===== src/rtl/core/arpc_pkg.sv =====
// Shared types and codes for the address resolution cache.
`default_nettype none
package arpc_pkg;

  typedef enum logic [1:0] {
    OP_LOOKUP = 2'd0,
    OP_LEARN  = 2'd1,
    OP_QUEUE  = 2'd2,
    OP_TICK   = 2'd3
  } op_e;

  typedef enum logic [2:0] {
    KIND_LOOKUP  = 3'd0,
    KIND_LEARN   = 3'd1,
    KIND_QUEUE   = 3'd2,
    KIND_SEND    = 3'd3,
    KIND_UNREACH = 3'd4,
    KIND_TICK    = 3'd5
  } kind_e;

  localparam logic [1:0] CFG_TIMEOUT  = 2'd0;
  localparam logic [1:0] CFG_ATTEMPTS = 2'd1;
  localparam logic [1:0] CFG_INTERVAL = 2'd2;

  typedef struct packed {
    logic [1:0]  opcode;
    logic [31:0] ip_addr;
    logic [47:0] mac_addr;
  } req_t;

  typedef struct packed {
    logic [2:0]  kind;
    logic        hit;
    logic [47:0] mac_out;
    logic [31:0] ip_out;
    logic        table_full;
    logic [3:0]  attempt;
    logic        last;
  } rsp_t;

endpackage
`default_nettype wire


===== src/rtl/core/arpc_front.sv =====
// Front end: input register that takes and holds one transaction for the back end.
`default_nettype none
module arpc_front (
  input  wire logic          clk_i,
  input  wire logic          rst_ni,
  input  wire logic          in_valid_i,
  output logic               in_stall_o,
  input  wire arpc_pkg::req_t in_data_i,
  output logic               q_valid_o,
  input  wire logic          q_pop_i,
  output arpc_pkg::req_t     q_data_o
);
  logic           full_q;
  arpc_pkg::req_t data_q;

  assign in_stall_o = full_q;
  assign q_valid_o  = full_q;
  assign q_data_o   = data_q;

  always_ff @(posedge clk_i or negedge rst_ni) begin
    if (!rst_ni) begin
      full_q <= 1'b0;
    end else if (in_valid_i && !full_q) begin
      full_q <= 1'b1;
    end else if (q_pop_i) begin
      full_q <= 1'b0;
    end
  end

  always_ff @(posedge clk_i) begin
    if (in_valid_i && !full_q) begin
      data_q <= in_data_i;
    end
  end

  assert property (@(posedge clk_i) disable iff (!rst_ni) q_pop_i |-> full_q)
    else $error("pop of empty queue");
  assert property (@(posedge clk_i) disable iff (!rst_ni)
    (full_q && !q_pop_i) |=> $stable(data_q))
    else $error("queued transaction changed");
  assert property (@(posedge clk_i) disable iff (!rst_ni) q_pop_i |=> !full_q)
    else $error("queue not freed after pop");
endmodule
`default_nettype wire


===== src/rtl/core/arpc_back.sv =====
// Back end: sequencer that scans cache and pending slots and emits results.
`default_nettype none
module arpc_back #(
  parameter int CacheEntries   = 16,
  parameter int PendingEntries = 8
) (
  input  wire logic           clk_i,
  input  wire logic           rst_ni,
  input  wire logic           cfg_we_i,
  input  wire logic [1:0]     cfg_idx_i,
  input  wire logic [15:0]    cfg_data_i,
  input  wire logic           q_valid_i,
  output logic                q_pop_o,
  input  wire arpc_pkg::req_t q_data_i,
  output logic                out_valid_o,
  input  wire logic           out_stall_i,
  output arpc_pkg::rsp_t      out_data_o
);
  localparam int CW = (CacheEntries > 1) ? $clog2(CacheEntries) : 1;
  localparam int PW = (PendingEntries > 1) ? $clog2(PendingEntries) : 1;
  localparam logic [CW-1:0] CLast = CW'(CacheEntries - 1);
  localparam logic [PW-1:0] PLast = PW'(PendingEntries - 1);

  typedef enum logic [2:0] {
    S_IDLE, S_PSCAN, S_CSCAN, S_AGE, S_PEND, S_EMIT
  } state_e;

  state_e state_q;
  logic [15:0] timeout_q;
  logic [3:0]  attempts_q;
  logic [7:0]  interval_q;
  logic [31:0] now_q;

  logic [CacheEntries-1:0]   evalid_q;
  logic [31:0] eip_q   [CacheEntries];
  logic [47:0] emac_q  [CacheEntries];
  logic [31:0] eadd_q  [CacheEntries];
  logic [PendingEntries-1:0] pvalid_q;
  logic [31:0] pip_q   [PendingEntries];
  logic [31:0] psent_q [PendingEntries];
  logic [3:0]  pcnt_q  [PendingEntries];

  arpc_pkg::req_t req_q;
  logic [CW-1:0]  ci_q;
  logic [PW-1:0]  pi_q;
  logic           found_q;
  logic [47:0]    mac_q;
  logic           ffound_q;
  logic [PW-1:0]  fslot_q;
  logic           ovalid_q;
  arpc_pkg::rsp_t out_q;
  logic           pend_done_q;

  assign out_valid_o = ovalid_q;
  assign out_data_o  = out_q;
  assign q_pop_o     = (state_q == S_IDLE) && q_valid_i;

  logic [31:0] age, since;
  logic        due;
  logic        load_out;
  assign age   = now_q - eadd_q[ci_q];
  assign since = now_q - psent_q[pi_q];
  assign due   = (pcnt_q[pi_q] == 4'd0) || (since >= {24'd0, interval_q});
  // a new result goes into the output register this cycle
  assign load_out = (!ovalid_q || !out_stall_i) &&
                    ((state_q == S_EMIT) ||
                     ((state_q == S_PEND) && (pend_done_q || (pvalid_q[pi_q] && due))));

  always_ff @(posedge clk_i or negedge rst_ni) begin
    if (!rst_ni) begin
      state_q     <= S_IDLE;
      timeout_q   <= 16'd15;
      attempts_q  <= 4'd5;
      interval_q  <= 8'd1;
      now_q       <= '0;
      evalid_q    <= '0;
      pvalid_q    <= '0;
      ovalid_q    <= 1'b0;
      ci_q        <= '0;
      pi_q        <= '0;
      found_q     <= 1'b0;
      ffound_q    <= 1'b0;
      fslot_q     <= '0;
      pend_done_q <= 1'b0;
    end else begin
      if (cfg_we_i) begin
        case (cfg_idx_i)
          arpc_pkg::CFG_TIMEOUT:  timeout_q  <= cfg_data_i;
          arpc_pkg::CFG_ATTEMPTS: attempts_q <= cfg_data_i[3:0];
          arpc_pkg::CFG_INTERVAL: interval_q <= cfg_data_i[7:0];
          default: ;
        endcase
      end
      if (load_out) ovalid_q <= 1'b1;
      else if (ovalid_q && !out_stall_i) ovalid_q <= 1'b0;
      case (state_q)
        S_IDLE: begin
          if (q_valid_i) begin
            ci_q     <= '0;
            pi_q     <= '0;
            found_q  <= 1'b0;
            ffound_q <= 1'b0;
            mac_q    <= '0;
            pend_done_q <= 1'b0;
            case (arpc_pkg::op_e'(q_data_i.opcode))
              arpc_pkg::OP_LOOKUP: state_q <= S_CSCAN;
              arpc_pkg::OP_TICK: begin
                now_q   <= now_q + 32'd1;
                state_q <= S_AGE;
              end
              default: state_q <= S_PSCAN;
            endcase
          end
        end
        S_PSCAN: begin
          // learn drops the first match; queue looks for a match and a free slot
          if (pvalid_q[pi_q] && pip_q[pi_q] == req_q.ip_addr && !found_q) begin
            found_q <= 1'b1;
            if (req_q.opcode == arpc_pkg::OP_LEARN) pvalid_q[pi_q] <= 1'b0;
          end
          if (req_q.opcode == arpc_pkg::OP_QUEUE && !pvalid_q[pi_q] && !ffound_q) begin
            ffound_q <= 1'b1;
            fslot_q  <= pi_q;
          end
          if (pi_q == PLast) begin
            if (req_q.opcode == arpc_pkg::OP_LEARN) begin
              state_q <= S_CSCAN;
            end else begin
              state_q <= S_EMIT;
            end
          end else begin
            pi_q <= pi_q + 1'b1;
          end
        end
        S_CSCAN: begin
          if (req_q.opcode == arpc_pkg::OP_LOOKUP) begin
            if (evalid_q[ci_q] && eip_q[ci_q] == req_q.ip_addr) begin
              found_q <= 1'b1;
              mac_q   <= emac_q[ci_q];
            end
            if (ci_q == CLast) state_q <= S_EMIT;
            else ci_q <= ci_q + 1'b1;
          end else begin
            // learn: take the lowest free slot
            if (!evalid_q[ci_q]) begin
              evalid_q[ci_q] <= 1'b1;
              eip_q[ci_q]    <= req_q.ip_addr;
              emac_q[ci_q]   <= req_q.mac_addr;
              eadd_q[ci_q]   <= now_q;
              ffound_q       <= 1'b1;
              state_q        <= S_EMIT;
            end else if (ci_q == CLast) begin
              state_q <= S_EMIT;
            end else begin
              ci_q <= ci_q + 1'b1;
            end
          end
        end
        S_AGE: begin
          if (evalid_q[ci_q] && age > {16'd0, timeout_q}) evalid_q[ci_q] <= 1'b0;
          if (ci_q == CLast) state_q <= S_PEND;
          else ci_q <= ci_q + 1'b1;
        end
        S_PEND: begin
          if (!ovalid_q || !out_stall_i) begin
            if (pend_done_q) begin
              out_q <= '{kind: arpc_pkg::KIND_TICK, hit: 1'b0, mac_out: '0, ip_out: '0,
                         table_full: 1'b0, attempt: '0, last: 1'b1};
              state_q <= S_IDLE;
            end else begin
              if (pvalid_q[pi_q] && due) begin
                if (pcnt_q[pi_q] >= attempts_q) begin
                  pvalid_q[pi_q] <= 1'b0;
                  out_q <= '{kind: arpc_pkg::KIND_UNREACH, hit: 1'b0, mac_out: '0,
                             ip_out: pip_q[pi_q], table_full: 1'b0,
                             attempt: pcnt_q[pi_q], last: 1'b0};
                end else begin
                  pcnt_q[pi_q]  <= pcnt_q[pi_q] + 4'd1;
                  psent_q[pi_q] <= now_q;
                  out_q <= '{kind: arpc_pkg::KIND_SEND, hit: 1'b0, mac_out: '0,
                             ip_out: pip_q[pi_q], table_full: 1'b0,
                             attempt: pcnt_q[pi_q] + 4'd1, last: 1'b0};
                end
              end
              if (pi_q == PLast) pend_done_q <= 1'b1;
              else pi_q <= pi_q + 1'b1;
            end
          end
        end
        S_EMIT: begin
          if (!ovalid_q || !out_stall_i) begin
            state_q <= S_IDLE;
            case (arpc_pkg::op_e'(req_q.opcode))
              arpc_pkg::OP_LOOKUP: begin
                out_q <= '{kind: arpc_pkg::KIND_LOOKUP, hit: found_q, mac_out: mac_q,
                           ip_out: '0, table_full: 1'b0, attempt: '0, last: 1'b1};
              end
              arpc_pkg::OP_LEARN: begin
                out_q <= '{kind: arpc_pkg::KIND_LEARN, hit: found_q, mac_out: '0,
                           ip_out: '0, table_full: !ffound_q, attempt: '0, last: 1'b1};
              end
              default: begin
                out_q <= '{kind: arpc_pkg::KIND_QUEUE, hit: 1'b0, mac_out: '0,
                           ip_out: '0, table_full: !found_q && !ffound_q,
                           attempt: '0, last: 1'b1};
                // add at first free slot unless already pending
                if (!found_q && ffound_q) begin
                  pvalid_q[fslot_q] <= 1'b1;
                  pip_q[fslot_q]    <= req_q.ip_addr;
                  psent_q[fslot_q]  <= '0;
                  pcnt_q[fslot_q]   <= '0;
                end
              end
            endcase
          end
        end
        default: state_q <= S_IDLE;
      endcase
    end
  end

  always_ff @(posedge clk_i) begin
    if (state_q == S_IDLE && q_valid_i) req_q <= q_data_i;
  end

  assert property (@(posedge clk_i) disable iff (!rst_ni)
    (ovalid_q && out_stall_i) |=> $stable(out_q))
    else $error("result changed while stalled");
  assert property (@(posedge clk_i) disable iff (!rst_ni)
    q_pop_o |=> state_q != S_IDLE)
    else $error("popped transaction not started");
  assert property (@(posedge clk_i) disable iff (!rst_ni)
    (state_q == S_AGE) |-> !$stable(now_q) || $past(state_q) == S_AGE)
    else $error("tick did not advance time");
endmodule
`default_nettype wire


===== src/rtl/core/arp_cache_with_retry_table.sv =====
// Lookup scans the cache slots; learn scans the pending slots, then the cache up
// to a free slot; queue scans the pending slots; tick ages every cache slot, then
// scans the pending slots; output stalls add to each. One transaction at a time;
// the back-end slot scan sets the rate. A one-entry input register accepts the
// next transaction while one is in work. Reset (rst_ni low, async) clears cache,
// pending table and time; config returns to timeout 15, attempts 5, interval 1.
`default_nettype none
module arp_cache_with_retry_table #(
  parameter int CACHE_ENTRIES   = 16,
  parameter int PENDING_ENTRIES = 8
) (
  input  wire logic           clk_i,
  input  wire logic           rst_ni,
  input  wire logic           cfg_we_i,
  input  wire logic [1:0]     cfg_idx_i,
  input  wire logic [15:0]    cfg_data_i,
  input  wire logic           in_valid_i,
  output logic                in_stall_o,
  input  wire arpc_pkg::req_t in_data_i,
  output logic                out_valid_o,
  input  wire logic           out_stall_i,
  output arpc_pkg::rsp_t      out_data_o
);
  logic           q_valid, q_pop;
  arpc_pkg::req_t q_data;

  arpc_front u_front (
    .clk_i, .rst_ni, .in_valid_i, .in_stall_o, .in_data_i,
    .q_valid_o(q_valid), .q_pop_i(q_pop), .q_data_o(q_data)
  );

  arpc_back #(.CacheEntries(CACHE_ENTRIES), .PendingEntries(PENDING_ENTRIES)) u_back (
    .clk_i, .rst_ni, .cfg_we_i, .cfg_idx_i, .cfg_data_i,
    .q_valid_i(q_valid), .q_pop_o(q_pop), .q_data_i(q_data),
    .out_valid_o, .out_stall_i, .out_data_o
  );
endmodule
`default_nettype wire

===== config.mk =====
export PLATFORM = sky130hd
export DESIGN_NAME = arp_cache_with_retry_table
export DESIGN_NICKNAME = d
export VERILOG_FILES = /design/src/rtl/core/arpc_pkg.sv /design/src/rtl/core/arpc_front.sv /design/src/rtl/core/arpc_back.sv /design/src/rtl/core/arp_cache_with_retry_table.sv
export SDC_FILE = /design/constraint.sdc
export NUM_CORES = 2
export LEC_CHECK = 0
export BUFFER_PORTS_ARGS = -buffer_cell sky130_fd_sc_hd__buf_2
export CORE_UTILIZATION = 41
export DETAILED_ROUTE_END_ITERATION = 8
export GPL_TIMING_DRIVEN = 0
export PLACE_DENSITY_LB_ADDON = 0.08
export SLEW_MARGIN = 15
export SYNTH_ARGS = -nofsm -noshare
export SYNTH_HDL_FRONTEND = slang
export SYNTH_HIERARCHICAL = 1
export SYNTH_SLANG_ARGS = --single-unit

===== constraint.sdc =====
create_clock -name clk_i -period 32.3 [get_ports clk_i]
set_input_delay 1.615 -clock clk_i [delete_from_list [all_inputs] [get_ports clk_i]]
set_output_delay 1.615 -clock clk_i [all_outputs]
set_load 0.02 [all_outputs]

==> impl_results.md <==
- Die area: 266000 sq um
- Slew @ Worst Pin: roughly 1.3 ns
- Avg Cell Area, Syn: around 20 sq um
- Die width: ~520 um
- Clock H-tree levels: 5
- Total CTS buffers: just over 300
- Largest family of logic cells by synthesized area: multiplexers
- Vias in the first global route: ~57k
- Number of enable flip-flop cells after synthesis: roughly 2.6k
- WL/cell: roughly 31 um
- Place WS: around 22 ns
- Primary FF master, synth: edfxtp_1
- Largest net degree at the start of global routing: just under 80
- Pwr dens: between 80 and 90 nW/um^2
- RSZ-0062 raised after global routing: no
- DR vias: between 50k and 60k
- Min Tclk post-route: around 11 ns
- Peak Freq: 0.0934 GHz
- WP buf/inv: 8
- Synth Area in XOR/XNOR: under 10%
- Share of cells above drive strength 1: 25.9%
- PortBufs: approximately 200
- I/O pin cnt: around 200
- Fin worst setup slack: 21.59 ns
- Cell mode on critical path: clkbuf_1
- Post-synthesis compound-gate area fraction: under 10%
- Clock Latency Late Sink: about 0.87 ns
- Post-synthesis adder-cell area fraction: 1.23%
- CTS tree: done
- GRT Overall Usage: 23.2%
- TritonCTS Sinks: 2740
- Post-CTS Resized: 0
- Initial Util: between 40% and 50%
- Via/cell ratio: between 5 and 6
- Final ANT Viol Nets: 0
- Clock edge transition at the registers on the reported setup and hold paths: about 0.060 ns
- Kind of cell adding the most delay to the critical path: buffers and inverters
- Status: complete, no violations
- DR DRC count: 0
- Gr ovfl total: 0
- Synth Instances: ~5.4k
- GPL Wtd Cong: 0.842
- Reg2reg setup slack: around 22 ns
- Drt initial violations: approximately 6.2k
- Post-layout util: about half
- Die H: 516 um
- Worst-path fanout max: 10
- Dpl hpwl: 206000 um
- CP max-delay cell: clkbuf_1
- Max Cap Viol: 0
- Syn nets: 5591
- Row count: around 190
- Max VDD drop: 58.8 uV
- CP peak stage delay: between 0.8 and 0.9 ns
- Area growth, synth to finish: 17.7%
- Max transition margin: about an eighth
- WL final: between 300000 and 400000 um
- Hold Crit Class: reg -> reg
- NumNets Final: 6340
- 1st-pass router iterations: 6
- WP data arrival: approximately 11 ns
- Count of final setup violators: 0
- Yosys cell types: 87
- Critical path class: reg -> reg
- Fill count: between 20k and 25k
- Post-synthesis async set-or-reset flop share: 3.72%
- Startpoint Class: flop
- Number of synthesized register bits: around 2.7k
- Fin. Hold Viols: 0
- Clock root buffer: clkbuf_16
- Power Total: 0.0105 W
- Post-CTS setup buffer count: 0
- Core area: ~260000 sq um
- Final clock skew: 0.0637 ns
- Cts-stage hold buffer count: 0
- Mux share of post-synthesis cell area: about an eighth
- Cell Area, Synth: 108000 sq um
- Simple-Gate Fraction of Synth Area: under 10%
- Initial antenna violation count: 19
- Setup_tns: 0 ns
- Sequential area share after synthesis: roughly three quarters
- Crit. End Element: flop
- Critical Path RT: between 30 and 40 ns
- Syn. warnings: 6
- First-pass GRT wire length: between 400000 and 500000 um
- Leakage: slightly above 40 nW
- Final period util: 33.2%
- CTS Buffer Depth: 4
- Count of pins over their slew limit: 0
layer usage:
layer / wire length (um) / share of wire (%) / vias to the layer above / track usage (%)
li1: - / - / 23800 / -
met1: 138000 / 45 / 30600 / 34.0
met2: 147000 / 48 / 1864 / 37.3
met3: 17700 / 5.7 / 387 / 2.92
met4: 6460 / 2.1 / 2 / 5.06
met5: 13 / 0.0042 / - / 0
through the flow:
stage	area, sq um	instances	hold slack [ns]
after floorplan	108000	5381	0.400
after global placement	114000	9092	0.401
after detailed placement	118000	9332	0.405
after CTS	127000	9861	0.407
after global routing	128000	9872	0.421
final	128000	9877	0.407
synth_stat cells (all sizes together), types with 7 or more instances:
cell type     n  area, sq um
nand4        57          357
a22oi        74          556
edfxtp     2638        79200
nand3        43          215
o2111ai       7         61.3
dfrtp        95         2380
buf          88          458
o21bai        8         60.1
clkbuf      173          651
a21oi       138          691
a221oi       58          527
or2          11         68.8
inv          93          349
nand2       143          537
nor2b        70          438
a2111oi       8         77.6
xor2         28          245
mux2         53          604
or4           9         71.3
o31ai        12         90.1
a21o         24          180
ha          103         1290
mux4        600        13500
and3b        10         87.6
dfstp         7          184
and3         45          282
or3           7         43.8
nor3         40          200
mux2i        34          340
a31oi        23          144
o21a         17          128
xnor2       104          911
a22o         24          210
nor2        173          654
a211oi       17          133
and2         91          569
and4         25          219
o22ai         7         43.8
a31o         10         87.6
nand2b       20          125
o21ai        84          432
nor4         13         81.3
o211ai       21          158
a221o        11          110
cell usage in the layout (no fill, tap or decap), types with 44 or more instances in the layout:
cell type,synthesis,final
xnor2_1,104,104
nor2b_1,70,69
buf_16,0,55
a22oi_1,74,74
buf_2,24,232
clkbuf_16,0,310
buf_4,8,84
and2_1,90,90
nor2_1,171,154
clkinv_1,0,59
mux4_2,600,600
and3_1,45,44
edfxtp_1,2638,2638
clkbuf_1,172,236
inv_1,91,91
buf_12,0,71
a221oi_1,55,55
dfrtp_1,95,90
a21oi_1,138,128
o21ai_0,80,80
nand2_1,143,143
ha_1,103,103
nand4_1,57,57
mux2_2,47,47
buf_6,9,45
cells by family after synthesis:
| kind of cell | count (synthesis) |
|---|---|
| AOI/OAI and AO/OA | 584 |
| xor gates and xnor gates | 132 |
| adders and majority gates | 105 |
| buffers and inverters | 354 |
| DFF | 2740 |
| muxes | 687 |
| and+or+nand+nor | 779 |
path summary, 6_finish.rpt:
path / start / endpoint / cells after the start
max: u_back/ci_q[1] / flop / 30
min: u_front/q_data_o[79] / u_back/req_q[79] / 0
max reg2reg: u_back/ci_q[1] / flop / 30
min reg2reg: u_front/q_data_o[79] / u_back/req_q[79] / 0
max in group asynchronous: rst_ni / u_back/attempts_q[2] / 2
min in group asynchronous: rst_ni / u_front/in_stall_o / 1
flip-flops by register name (all words and copies together), names as in the netlist, 3 cells and up, named ones only:
| register | count |
|---|---|
| u_back/emac_q | 768 |
| u_back/eadd_q | 512 |
| u_back/eip_q | 512 |
| u_back/pip_q | 256 |
| u_back/psent_q | 256 |
| u_back/out_data_o | 90 |
| u_back/req_q | 82 |
| u_front/q_data_o | 82 |
| u_back/mac_q | 48 |
| u_back/now_q | 32 |
| u_back/pcnt_q | 32 |
| u_back/timeout_q | 16 |
| u_back/interval_q | 8 |
| u_back/pvalid_q | 8 |
| u_back/attempts_q | 4 |
| u_back/ci_q | 4 |
| u_back/fslot_q | 3 |
| u_back/pi_q | 3 |
| u_back/state_q | 3 |
report_power, final:
part | switching [W] | internal, W
Clock | 0.00139 | 0.00190
Combinational | 0.00166 | 0.00109
Sequential | 0.000217 | 0.00422
Total | 0.00326 | 0.00722
layout make-up:
class	instances	area, sq um	share of cell area (%)
diodes	7	17.5	0.0137
multi-input cells	2287	25500	20.0
well taps	3515	4400	3.45
clock inverters	142	1280	1.00
clock buffers	387	8020	6.29
plain buffers	261	1150	0.905
repair buffers	445	5080	3.98
flip-flops and latches	2740	81800	64.1
inverters	93	349	0.274
Power figures use the tool's default switching activity.
